<file path="src/rtl/core/tsd_pkg.sv">
// Shared types and constants for the tar stream deframer.
// Used by every module of the deframer core; depends on nothing else.
`default_nettype none

package tsd_pkg;

  localparam int unsigned SIZE_WIDTH = 36;
  localparam int unsigned OFFS_WIDTH = 9;

  localparam logic [OFFS_WIDTH-1:0] BLOCK_LAST       = 9'd511;
  localparam logic [OFFS_WIDTH-1:0] NAME_LEN         = 9'd100;
  localparam logic [OFFS_WIDTH-1:0] SIZE_FIELD_START = 9'd124;
  localparam logic [OFFS_WIDTH-1:0] SIZE_FIELD_END   = 9'd136;

  localparam int unsigned TDATA_WIDTH = ((SIZE_WIDTH + 8 + 7) / 8) * 8;

  typedef enum logic [1:0] {
    KIND_NAME    = 2'd0,
    KIND_ENTRY   = 2'd1,
    KIND_PAYLOAD = 2'd2,
    KIND_EOA     = 2'd3
  } kind_e;

  typedef enum logic [1:0] {
    PH_HEADER = 2'd0,
    PH_DATA   = 2'd1,
    PH_DONE   = 2'd2
  } phase_e;

  typedef struct packed {
    logic                  digit_seen;
    logic                  stopped;
    logic [SIZE_WIDTH-1:0] acc;
  } size_state_t;

  typedef struct packed {
    kind_e                 kind;
    logic [7:0]            data;
    logic [SIZE_WIDTH-1:0] size;
    logic                  last;
  } result_t;

endpackage

`default_nettype wire

</file>
<file path="src/rtl/core/tsd_size_parser.sv">
// Octal size field parser: next parse state for one size field byte.
// Depends on tsd_pkg.
`default_nettype none

module tsd_size_parser (
  input  var tsd_pkg::size_state_t cur_i,
  input  var logic [7:0]           byte_i,
  output tsd_pkg::size_state_t     nxt_o
);

  logic                           is_space;
  logic                           is_digit;
  logic [tsd_pkg::SIZE_WIDTH-1:0] shifted;

  assign is_space = (byte_i == 8'h20) || (byte_i >= 8'h09 && byte_i <= 8'h0d);
  assign is_digit = (byte_i >= 8'h30) && (byte_i <= 8'h37);
  assign shifted  = {cur_i.acc[tsd_pkg::SIZE_WIDTH-4:0], byte_i[2:0]};

  always_comb begin
    nxt_o = cur_i;
    if (!cur_i.stopped && !(!cur_i.digit_seen && is_space)) begin
      if (is_digit) begin
        nxt_o.digit_seen = 1'b1;
        if (cur_i.acc[tsd_pkg::SIZE_WIDTH-1 -: 3] != 3'b000) begin
          nxt_o.acc = '1;
        end else begin
          nxt_o.acc = shifted;
        end
      end else begin
        nxt_o.stopped = 1'b1;
      end
    end
  end

endmodule

`default_nettype wire

</file>
<file path="src/rtl/core/tsd_deframer_step.sv">
// Deframer state and the per-beat update: block tracking, name, size and payload.
// Depends on tsd_pkg and tsd_size_parser.
`default_nettype none

module tsd_deframer_step (
  input  var logic                 clk_i,
  input  var logic                 rst_ni,
  input  var logic                 step_i,
  input  var logic [7:0]           byte_i,
  output logic                     res_valid_o,
  output tsd_pkg::result_t         res_o
);

  tsd_pkg::phase_e                phase_q, phase_d;
  logic [tsd_pkg::OFFS_WIDTH-1:0] offs_q, offs_d;
  logic                           name_fin_q, name_fin_d;
  logic                           empty_q, empty_d;
  tsd_pkg::size_state_t           size_q, size_d, size_cur, size_nxt;
  logic [tsd_pkg::SIZE_WIDTH-1:0] remain_q, remain_d, remain_dec;

  assign remain_dec = remain_q - tsd_pkg::SIZE_WIDTH'(1);

  tsd_size_parser u_size (
    .cur_i  (size_cur),
    .byte_i (byte_i),
    .nxt_o  (size_nxt)
  );

  always_comb begin
    size_cur = size_q;
    if (offs_q == '0) begin
      size_cur = '0;
    end
  end

  always_comb begin
    phase_d     = phase_q;
    offs_d      = offs_q;
    name_fin_d  = name_fin_q;
    empty_d     = empty_q;
    size_d      = size_q;
    remain_d    = remain_q;
    res_valid_o = 1'b0;
    res_o       = '0;
    res_o.kind  = tsd_pkg::KIND_NAME;
    unique case (phase_q)
      tsd_pkg::PH_HEADER: begin
        offs_d = offs_q + tsd_pkg::OFFS_WIDTH'(1);
        if (offs_q == '0) begin
          name_fin_d = 1'b0;
          empty_d    = 1'b0;
        end
        size_d = size_cur;
        if (offs_q < tsd_pkg::NAME_LEN && !name_fin_d) begin
          if (byte_i == 8'h00) begin
            name_fin_d = 1'b1;
            if (offs_q == '0) begin
              empty_d = 1'b1;
            end
          end else if (!empty_d) begin
            res_valid_o = 1'b1;
            res_o.kind  = tsd_pkg::KIND_NAME;
            res_o.data  = byte_i;
          end
        end
        if (offs_q >= tsd_pkg::SIZE_FIELD_START && offs_q < tsd_pkg::SIZE_FIELD_END) begin
          size_d = size_nxt;
        end
        if (offs_q == tsd_pkg::BLOCK_LAST) begin
          res_valid_o = 1'b1;
          res_o.data  = '0;
          if (empty_d) begin
            res_o.kind = tsd_pkg::KIND_EOA;
            phase_d    = tsd_pkg::PH_DONE;
          end else begin
            res_o.kind = tsd_pkg::KIND_ENTRY;
            res_o.size = size_d.acc;
            remain_d   = size_d.acc;
            phase_d    = (size_d.acc != '0) ? tsd_pkg::PH_DATA : tsd_pkg::PH_HEADER;
          end
        end
      end
      tsd_pkg::PH_DATA: begin
        offs_d = offs_q + tsd_pkg::OFFS_WIDTH'(1);
        if (remain_q != '0) begin
          remain_d    = remain_dec;
          res_valid_o = 1'b1;
          res_o.kind  = tsd_pkg::KIND_PAYLOAD;
          res_o.data  = byte_i;
          res_o.last  = (remain_dec == '0);
        end
        if (offs_q == tsd_pkg::BLOCK_LAST && remain_d == '0) begin
          phase_d = tsd_pkg::PH_HEADER;
        end
      end
      default: begin
        phase_d = phase_q;
      end
    endcase
  end

  always_ff @(posedge clk_i or negedge rst_ni) begin
    if (!rst_ni) begin
      phase_q    <= tsd_pkg::PH_HEADER;
      offs_q     <= '0;
      name_fin_q <= 1'b0;
      empty_q    <= 1'b0;
      size_q     <= '0;
      remain_q   <= '0;
    end else if (step_i) begin
      phase_q    <= phase_d;
      offs_q     <= offs_d;
      name_fin_q <= name_fin_d;
      empty_q    <= empty_d;
      size_q     <= size_d;
      remain_q   <= remain_d;
    end
  end

endmodule

`default_nettype wire

</file>
<file path="src/rtl/core/tsd_out_stage.sv">
// Result register that holds one result beat until the sink takes it.
// Depends on tsd_pkg.
`default_nettype none

module tsd_out_stage (
  input  var logic             clk_i,
  input  var logic             rst_ni,
  input  var logic             load_i,
  input  var tsd_pkg::result_t res_i,
  input  var logic             ready_i,
  output logic                 free_o,
  output logic                 valid_o,
  output tsd_pkg::result_t     res_o
);

  logic             valid_q, valid_d;
  tsd_pkg::result_t res_q;

  assign free_o  = !valid_q || ready_i;
  assign valid_d = load_i || (valid_q && !ready_i);
  assign valid_o = valid_q;
  assign res_o   = res_q;

  always_ff @(posedge clk_i or negedge rst_ni) begin
    if (!rst_ni) begin
      valid_q <= 1'b0;
    end else begin
      valid_q <= valid_d;
    end
  end

  always_ff @(posedge clk_i) begin
    if (load_i) begin
      res_q <= res_i;
    end
  end

endmodule

`default_nettype wire

</file>
<file path="src/rtl/core/tar_stream_deframer_core.sv">
// Top level of the tar stream deframer: input register, deframer step and result register.
// Depends on tsd_pkg, tsd_deframer_step and tsd_out_stage.
`default_nettype none

// The core takes a tar archive one byte per beat and accepts a beat every cycle while
// the result side keeps up. Each byte passes an input register, the combinational update
// logic and a result register before its result is presented. Name bytes, an entry start
// with the parsed size, payload bytes (tlast on the final one) and an end-of-archive
// marker leave on the master side; padding and other header bytes give no beat, and all
// input after end of archive is consumed silently.

module tar_stream_deframer_core (
  input  var logic                             clk_i,
  input  var logic                             rst_ni,
  input  var logic                             s_axis_tvalid,
  output logic                                 s_axis_tready,
  input  var logic [7:0]                       s_axis_tdata,   // archive_byte
  output logic                                 m_axis_tvalid,
  input  var logic                             m_axis_tready,
  output logic [tsd_pkg::TDATA_WIDTH-1:0]      m_axis_tdata,   // result_byte, entry_size, zeros
  output logic [1:0]                           m_axis_tuser,   // result_kind
  output logic                                 m_axis_tlast    // last_payload
);

  logic             in_valid_q, in_valid_d;
  logic [7:0]       in_byte_q;
  logic             step;
  logic             out_free;
  logic             res_valid;
  tsd_pkg::result_t res, out_res;

  assign step          = in_valid_q && out_free;
  assign s_axis_tready = !in_valid_q || out_free;
  assign in_valid_d    = (s_axis_tvalid && s_axis_tready) || (in_valid_q && !out_free);

  always_ff @(posedge clk_i or negedge rst_ni) begin
    if (!rst_ni) begin
      in_valid_q <= 1'b0;
    end else begin
      in_valid_q <= in_valid_d;
    end
  end

  always_ff @(posedge clk_i) begin
    if (s_axis_tvalid && s_axis_tready) begin
      in_byte_q <= s_axis_tdata;
    end
  end

  tsd_deframer_step u_step (
    .clk_i       (clk_i),
    .rst_ni      (rst_ni),
    .step_i      (step),
    .byte_i      (in_byte_q),
    .res_valid_o (res_valid),
    .res_o       (res)
  );

  tsd_out_stage u_out (
    .clk_i   (clk_i),
    .rst_ni  (rst_ni),
    .load_i  (step && res_valid),
    .res_i   (res),
    .ready_i (m_axis_tready),
    .free_o  (out_free),
    .valid_o (m_axis_tvalid),
    .res_o   (out_res)
  );

  assign m_axis_tdata = tsd_pkg::TDATA_WIDTH'({out_res.size, out_res.data});
  assign m_axis_tuser = out_res.kind;
  assign m_axis_tlast = out_res.last;

endmodule

`default_nettype wire

</file>
<file path="config.mk">
export PLATFORM = sky130hd
export DESIGN_NAME = tar_stream_deframer_core
export DESIGN_NICKNAME = d
export VERILOG_FILES = /design/src/rtl/core/tsd_pkg.sv /design/src/rtl/core/tsd_size_parser.sv /design/src/rtl/core/tsd_deframer_step.sv /design/src/rtl/core/tsd_out_stage.sv /design/src/rtl/core/tar_stream_deframer_core.sv
export SDC_FILE = /design/constraint.sdc
export NUM_CORES = 1
export LEC_CHECK = 0
export BUFFER_PORTS_ARGS = -buffer_cell sky130_fd_sc_hd__buf_4
export CAP_MARGIN = 0
export CORE_MARGIN = 2
export CORE_UTILIZATION = 55
export DETAILED_ROUTE_END_ITERATION = 8
export PLACE_DENSITY = 0.83
export SLEW_MARGIN = 20
export SYNTH_ARGS = -nofsm -noshare
export SYNTH_HDL_FRONTEND = slang
export SYNTH_SLANG_ARGS = --single-unit
</file>
<file path="constraint.sdc">
create_clock -name clk_i -period 7.45 [get_ports clk_i]
set_input_delay 1.1175 -clock clk_i [delete_from_list [all_inputs] [get_ports clk_i]]
set_output_delay 1.1175 -clock clk_i [all_outputs]
set_load 0.03 [all_outputs]
</file>
### Word level (Yosys, flattened, before mapping)

Cells that the tools add are included.

* memories kept: 0
* bits in writable memories: 0
* logic and storage cells: 115
* register bits: 144
* bits in latches: 0
* bits in read-only memories: 0

* $mul: 0
* shift operators: 0
* equal/unequal tests: 6
* div/mod/pow operators: 0
* bitwise logic cells: 2
* add/sub/neg operators: 2
* $lt $le $gt $ge: 7
* mux-type cells: 42
* reduce and logical (&&, ||, !) cells: 41

Operator list (count)
* 36-bit 2-to-1 mux: 7
* 38-bit 2-to-1 mux: 4
* 36-bit logical NOT: 2
* 36-bit one-hot mux with 2 select lines: 1
* 36-bit nonzero test: 2
* 46-bit 2-to-1 mux: 1
* 36-bit by 1-bit subtractor with 36-bit output (second input constant): 1
* 10-bit 2-to-1 mux: 3
* 10-bit one-hot mux with 2 select lines: 1
* 1-bit 2-to-1 mux: 18
* 1-bit logical AND: 12
* 9-bit by 1-bit adder with 9-bit output (second input constant): 1
* 9-bit == test (second input constant): 1
* 9-bit by 7-bit >= comparator with 1-bit output (second input constant): 1
* 9-bit logical NOT: 1
* 9-bit by 7-bit less-than comparator with 1-bit output (second input constant): 1
* 9-bit by 8-bit less-than comparator with 1-bit output (second input constant): 1
* 8-bit by 6-bit == test with 1-bit output (second input constant): 1
* 8-bit by 4-bit >= comparator with 1-bit output (second input constant): 1
* 8-bit by 6-bit >= comparator with 1-bit output (second input constant): 1
* 8-bit by 4-bit less-or-equal comparator with 1-bit output (second input constant): 1
* 8-bit by 6-bit less-or-equal comparator with 1-bit output (second input constant): 1
* 1-bit logical NOT: 8
* 8-bit logical NOT: 1
* 16 further kinds: 28

### Depth between registers and ports, before layout

* depth in word-level cells: 14
* depth in mapped cells: 12

### Cells and area by module

Synthesis repeated with hierarchy kept, for this count alone.

* cells, all modules: 852
* area total of the unflattened synthesis: 8550.7 sq um

Modules (own cells, without submodules)
* tsd_deframer_step: area each 5999.5 sq um, instances 1, cells each 694
* tsd_out_stage: area each 1458.9 sq um, instances 1, cells each 50
* tsd_size_parser: area each 752.0 sq um, instances 1, cells each 89
* tar_stream_deframer_core: area each 340.3 sq um, instances 1, cells each 19

### Worst setup path after synthesis

No wires, ideal clock.

* kind: input -> register
* start: input port m_axis_tready
* end: register u_out.res_q, in the netlist u_out.res_o[0], enable pin
* data arrival time: 3.113 ns
* required time: 7.038 ns
* buffers on the path: 0
* slack: 3.925 ns
* library setup time: 0.412 ns
* cell stages on the path: 4
* cells stage by stage: nand2b_1 -> nand2_1 -> nor3_1 -> a32o_1

* cells in the longest elaborated chain, start to end: 3

RTL lines
* start, declared: RTL line tar_stream_deframer_core.sv:19 `input var logic m_axis_tready,`
* 1-bit logical OR: RTL line tsd_out_stage.sv:19 `assign free_o = !valid_q || ready_i;`
* 1-bit logical AND: RTL line tar_stream_deframer_core.sv:32 `assign step = in_valid_q && out_free;`
* 1-bit logical AND: RTL line tar_stream_deframer_core.sv:62 `.load_i (step && res_valid),`
* via u_out.load_i: RTL line tsd_out_stage.sv:8 `input var logic load_i,`
* end signal, assigned: RTL line tsd_out_stage.sv:34 `res_q <= res_i;`
* end, declared: RTL line tsd_out_stage.sv:17 `tsd_pkg::result_t res_q;`

The timed path passes the listed nets, and every way through them passes these cells.
A chain may end at the register's enable or synchronous reset.

### Worst setup path in the final report

* start: register u_step.remain_q[0] (netlist name)
* end: register u_step.phase_q[0]

* cells in the longest elaborated chain, start to end: 7
* elaborated cells between the ends (all ways): 8
* those cells by class: add/sub: 1; eq/ne: 1; mux: 2; reduce/logical: 4

RTL lines
* start, declared: RTL line tsd_deframer_step.sv:19 `logic [tsd_pkg::SIZE_WIDTH-1:0] remain_q, remain_d, remain_dec;`
* start signal, assigned: RTL line tsd_deframer_step.sv:116 `remain_q <= remain_d;`
* 36-bit by 1-bit subtractor with 36-bit output or 36-bit nonzero test (tied branches): RTL line tsd_deframer_step.sv:21, tsd_deframer_step.sv:85
* 36-bit 2-to-1 mux *: RTL line tsd_deframer_step.sv:85 `if (remain_q != '0) begin`
* 36-bit 2-to-1 mux *: RTL line tsd_deframer_step.sv:46 `unique case (phase_q)`
* 36-bit logical NOT *: RTL line tsd_deframer_step.sv:92 `if (offs_q == tsd_pkg::BLOCK_LAST && remain_d == '0) begin`
* 1-bit logical AND *: RTL line tsd_deframer_step.sv:92
* 2-bit by 1-bit inequality test with 1-bit output (no source line) *
* 4-bit AND reduction (no source line) *
* end signal, assigned: RTL line tsd_deframer_step.sv:104 `phase_q <= tsd_pkg::PH_HEADER;`
* end signal, assigned: RTL line tsd_deframer_step.sv:111 `phase_q <= phase_d;`
* end, declared: RTL line tsd_deframer_step.sv:14 `tsd_pkg::phase_e phase_q, phase_d;`

Every way passes the cells marked *; elsewhere a longest branch is shown, timed or not. The select of a mux whose other input is x is not followed.

==> results.md <==
| Parameter | This run | Unit |
|---|---|---|
| Status | finished, final reports clean | - |
| Number of diodes | 0 | - |
| Largest net degree at the start of global routing | 59 | - |
| Post-synth design cell area | 0.00773 | mm^2 |
| Floorplan Core Area | 0.0138 | mm^2 |
| Arr. time, crit path | 4.06 | ns |
| Total negative slack | 0 | ns |
| Number of top-level pins | 65 | - |
| Number of antenna violations at the first check in global routing | 0 | - |
| Largest buffer count on any clock path | 2 | - |
| Worst hold path startpoint | u_step.size_q[36]$_DFFE_PN0P_ | - |
| Critical path's top delay family | simple AND/OR/NAND/NOR gates | - |
| Global-route usage over all layers | 29.6 | % |
| Clock tree from TritonCTS | done | - |
| Worst-Margin Slew | 1.05 | ns |
| Post-synth EDFFs | 55 | - |
| Path category of the worst min-delay check | flip-flop to flip-flop | - |
| Count of pins over their slew limit | 0 | - |
| Leakage power of the design | 0.00331 | uW |
| Unique cell type count in the Yosys netlist | 64 | - |
| Cell at the slowest stage of the critical path | or3b_1 | - |
| Remaining design rule violation count | 0 | - |
| CTS clk-pin slew, worst paths | 0.07 | ns |
| Remaining antenna violation count | 0 | - |
| Total setup violations reported at the end of the flow | 0 | - |
| Sequential share of power | 46.4 | % |
| Global route total overflow | 0 | - |
| Maximum fanout encountered on the critical timing path | 10 | - |
| Library cell used as clock root buffer | clkbuf_16 | - |
| CP cell instances | inv_1 -> ha_1 -> or3b_1 -> nor2_1 -> nand4_1 -> xnor2_1 -> or4_1 -> nand4bb_1 -> a221oi_2 -> o22ai_1 | - |
| H-tree levels | 4 | - |
| Initial core utilization | 55.9 | % |
| Final estimated routing congestion in global placement | 0.976 | - |
| Sequential cell area fraction in the yosys report | 50.2 | % |
| Count of final hold-check violations | 0 | - |
| Drt pass-1 iters | 6 | - |
| Crit path launch | u_step.remain_q[0]$_DFFE_PN0P_ | - |
| First-pass GRT wire length | 33900 | um |
| Worst R2R Start | u_step.remain_q[0]$_DFFE_PN0P_ | - |
| Source-to-sink clock delay at the later pin of the worst-skew pair | 0.43 | ns |
| Post-layout total power | 2140 | uW |
| Number of global-route vias before repair | 6392 | - |
| DIE HEIGHT | 123 | um |
| Share of synthesized registers carrying an async set or reset | 61.8 | % |
| Net switching share of the total power | 30.7 | % |
| Buffer and inverter count on the worst path | 1 | - |
| Num Clock Sinks | 144 | - |
| Required time at the endpoint of the critical path | 7.75 | ns |
| Vias/cell | 6.53 | - |
| Highest attainable clock frequency | 0.266 | GHz |
| Final wirelength | 21100 | um |
| Post-synthesis register bit count | 144 | - |
| Drt initial violations | 965 | - |
| Slowest cell delay on critical path | 0.53 | ns |
| Critical path class | flip-flop to flip-flop | - |
| Share of layout cells above drive strength 1 | 13.3 | % |
| Cell area power density | 244 | mW/mm^2 |
| Number of synthesis warnings | 0 | - |
| Number of nets in the layout | 889 | - |
| Detail-routed net length per standard cell | 19.8 | um |
| Internal power | 1480 | uW |
| Row count | 43 | - |
| Cells resized by post-CTS repair | 0 | - |
| Cell count after synthesis | 842 | - |
| Fill cells | 1130 | - |
| Detailed-route via count | 6944 | - |
| Category of the worst setup path launch point | flip-flop | - |
| P&R area growth vs syn | 13.8 | % |
| Mean instance size in the synthesized netlist | 9.18 | um^2 |
| Cts hold-fix bufs | 0 | - |
| Half-perimeter wire length after detailed placement | 14100 | um |
| Buffers inserted during post-CTS setup optimization | 0 | - |
| Peak supply drop | 192 | uV |
| Shortest period the worst path allows | 3.76 | ns |
| Horizontal die dimension | 123 | um |
| Final period util | 50.5 | % |
| Total of max-cap violations | 0 | - |
| Slew Limit Headroom | 29.5 | % |
| Worst clock skew | 0.0120 | ns |
| Critical Path Sink Type | flip-flop | - |
| RSZ-0062 raised after global routing | no | - |
| Total Die Area | 0.0150 | mm^2 |
| Psw | 658 | uW |
| Buffers on Ports | 60 | - |
| Dominant register cell in the synthesized netlist | dfrtp_1 | - |
| Proportion of power drawn by combinational gates | 15.4 | % |
| Clock share of power | 38.3 | % |
| Number of buffers created by CTS | 17 | - |
-- cells in the mapped netlist, types with 13 or more instances --
cell / count / area share (%)
nand4_1: 15 / 1.2
or3_1: 14 / 1.1
o22ai_1: 15 / 1.2
nor4_1: 17 / 1.4
a21oi_1: 50 / 3.2
nor3_1: 33 / 2.1
or4_1: 14 / 1.4
edfxtp_1: 55 / 21
a22o_1: 13 / 1.5
inv_1: 16 / 0.78
dfrtp_1: 89 / 29
o21ai_0: 86 / 5.6
nand2_1: 85 / 4.1
nor2_1: 116 / 5.6
clkbuf_1: 44 / 2.1
o211ai_1: 14 / 1.4
-- worst paths after layout --
check / endpoint / slack, ns / cells after the start
worst max register to register: u_step.phase_q[0]$_DFFE_PN0P_ / 3.69 / 10
worst min-delay path: u_step.size_q[36]$_DFFE_PN0P_ / 0.50 / 1
worst max-delay path: u_step.phase_q[0]$_DFFE_PN0P_ / 3.69 / 10
max in group asynchronous: u_out.valid_o$_DFF_PN0_ / 5.71 / 2
min in group asynchronous: u_step.size_q[31]$_DFFE_PN0P_ / 0.62 / 1
worst min register to register: u_step.size_q[36]$_DFFE_PN0P_ / 0.50 / 1
-- power groups by stage --
stage | sequential, uW | clock, uW | combinational [uW]
5_1_grt | 1000 | 862 | 358
6_report | 993 | 820 | 329
4_1_cts | 990 | 820 | 325
2_1_floorplan | 999 | 0 | 228
3_5_place_dp | 1000 | 0 | 322
3_3_place_gp | 997 | 0 | 314
-- stage by stage --
step / hold slack [ns] / util [%] / area, um^2 / setup WS, ns / instances
after detailed placement: 0.491 / 59.4 / 8210 / 3.62 / 1031
final: 0.505 / 63.6 / 8790 / 3.69 / 1064
after floorplan: 0.447 / - / 7740 / 3.92 / 845
after global placement: 0.462 / 59.4 / 8210 / 3.62 / 1031
after CTS: 0.505 / 63.5 / 8770 / 3.53 / 1063
after global routing: 0.522 / 63.6 / 8790 / 3.50 / 1064
-- placed cells by master, fill, tap and decap left out, drive strengths merged, types with 19 or more instances in the layout --
cell,count
nand2,85
dfrtp,89
o21ai,90
edfxtp,55
nor2,116
clkbuf,19
nor3,33
buf,69
a21oi,50
nor4,22
inv,21
-- worst register-to-register path, stage by stage (launching register included) --
cell       delay, ns
dfrtp_1         0.51
inv_1           0.16
ha_1            0.29
or3b_1          0.53
nor2_1          0.44
nand4_1         0.30
xnor2_1         0.25
or4_1           0.49
nand4bb_1       0.24
a221oi_2        0.30
o22ai_1         0.11
-- logic make-up (layout without fill, tap and decap cells) --
| family | Yosys count | in the layout | share of synthesized area (%) |
|---|---|---|---|
| xor+xnor | 11 | 11 | 1.25 |
| other cells | 1 | 4 | 0.0485 |
| mux | 2 | 2 | 0.291 |
| fa+ha+maj | 6 | 6 | 0.971 |
| buf+inv | 78 | 117 | 4.27 |
| compound gates | 237 | 237 | 19.4 |
| simple gates | 363 | 363 | 23.6 |
| flops | 144 | 144 | 50.2 |
-- metal layers --
layer,wire [um],track usage [%]
met5,0,0
met1,8580,39.3
met2,10100,47.3
met4,709,12.4
met3,1680,6.13
-- final cells by class --
type,count,area (um^2),area share (%)
Sequential cell,144,3880,44.1
Inverter,16,60.1,0.683
Multi-Input combinational cell,623,3540,40.3
Timing Repair Buffer,69,526,5.98
Clock buffer,19,433,4.92
Clock inverter,13,130,1.48
Tap cell,180,225,2.56
-- state kept, by name, indices dropped and copies added (netlist names) --
name	count
in_byte_q	8
in_valid_q	1
u_out.res_o	47
u_out.valid_o	1
u_step.empty_q	1
u_step.name_fin_q	1
u_step.offs_q	9
u_step.phase_q	2
u_step.remain_q	36
u_step.size_q	38
(Power assumes the default switching activity.)
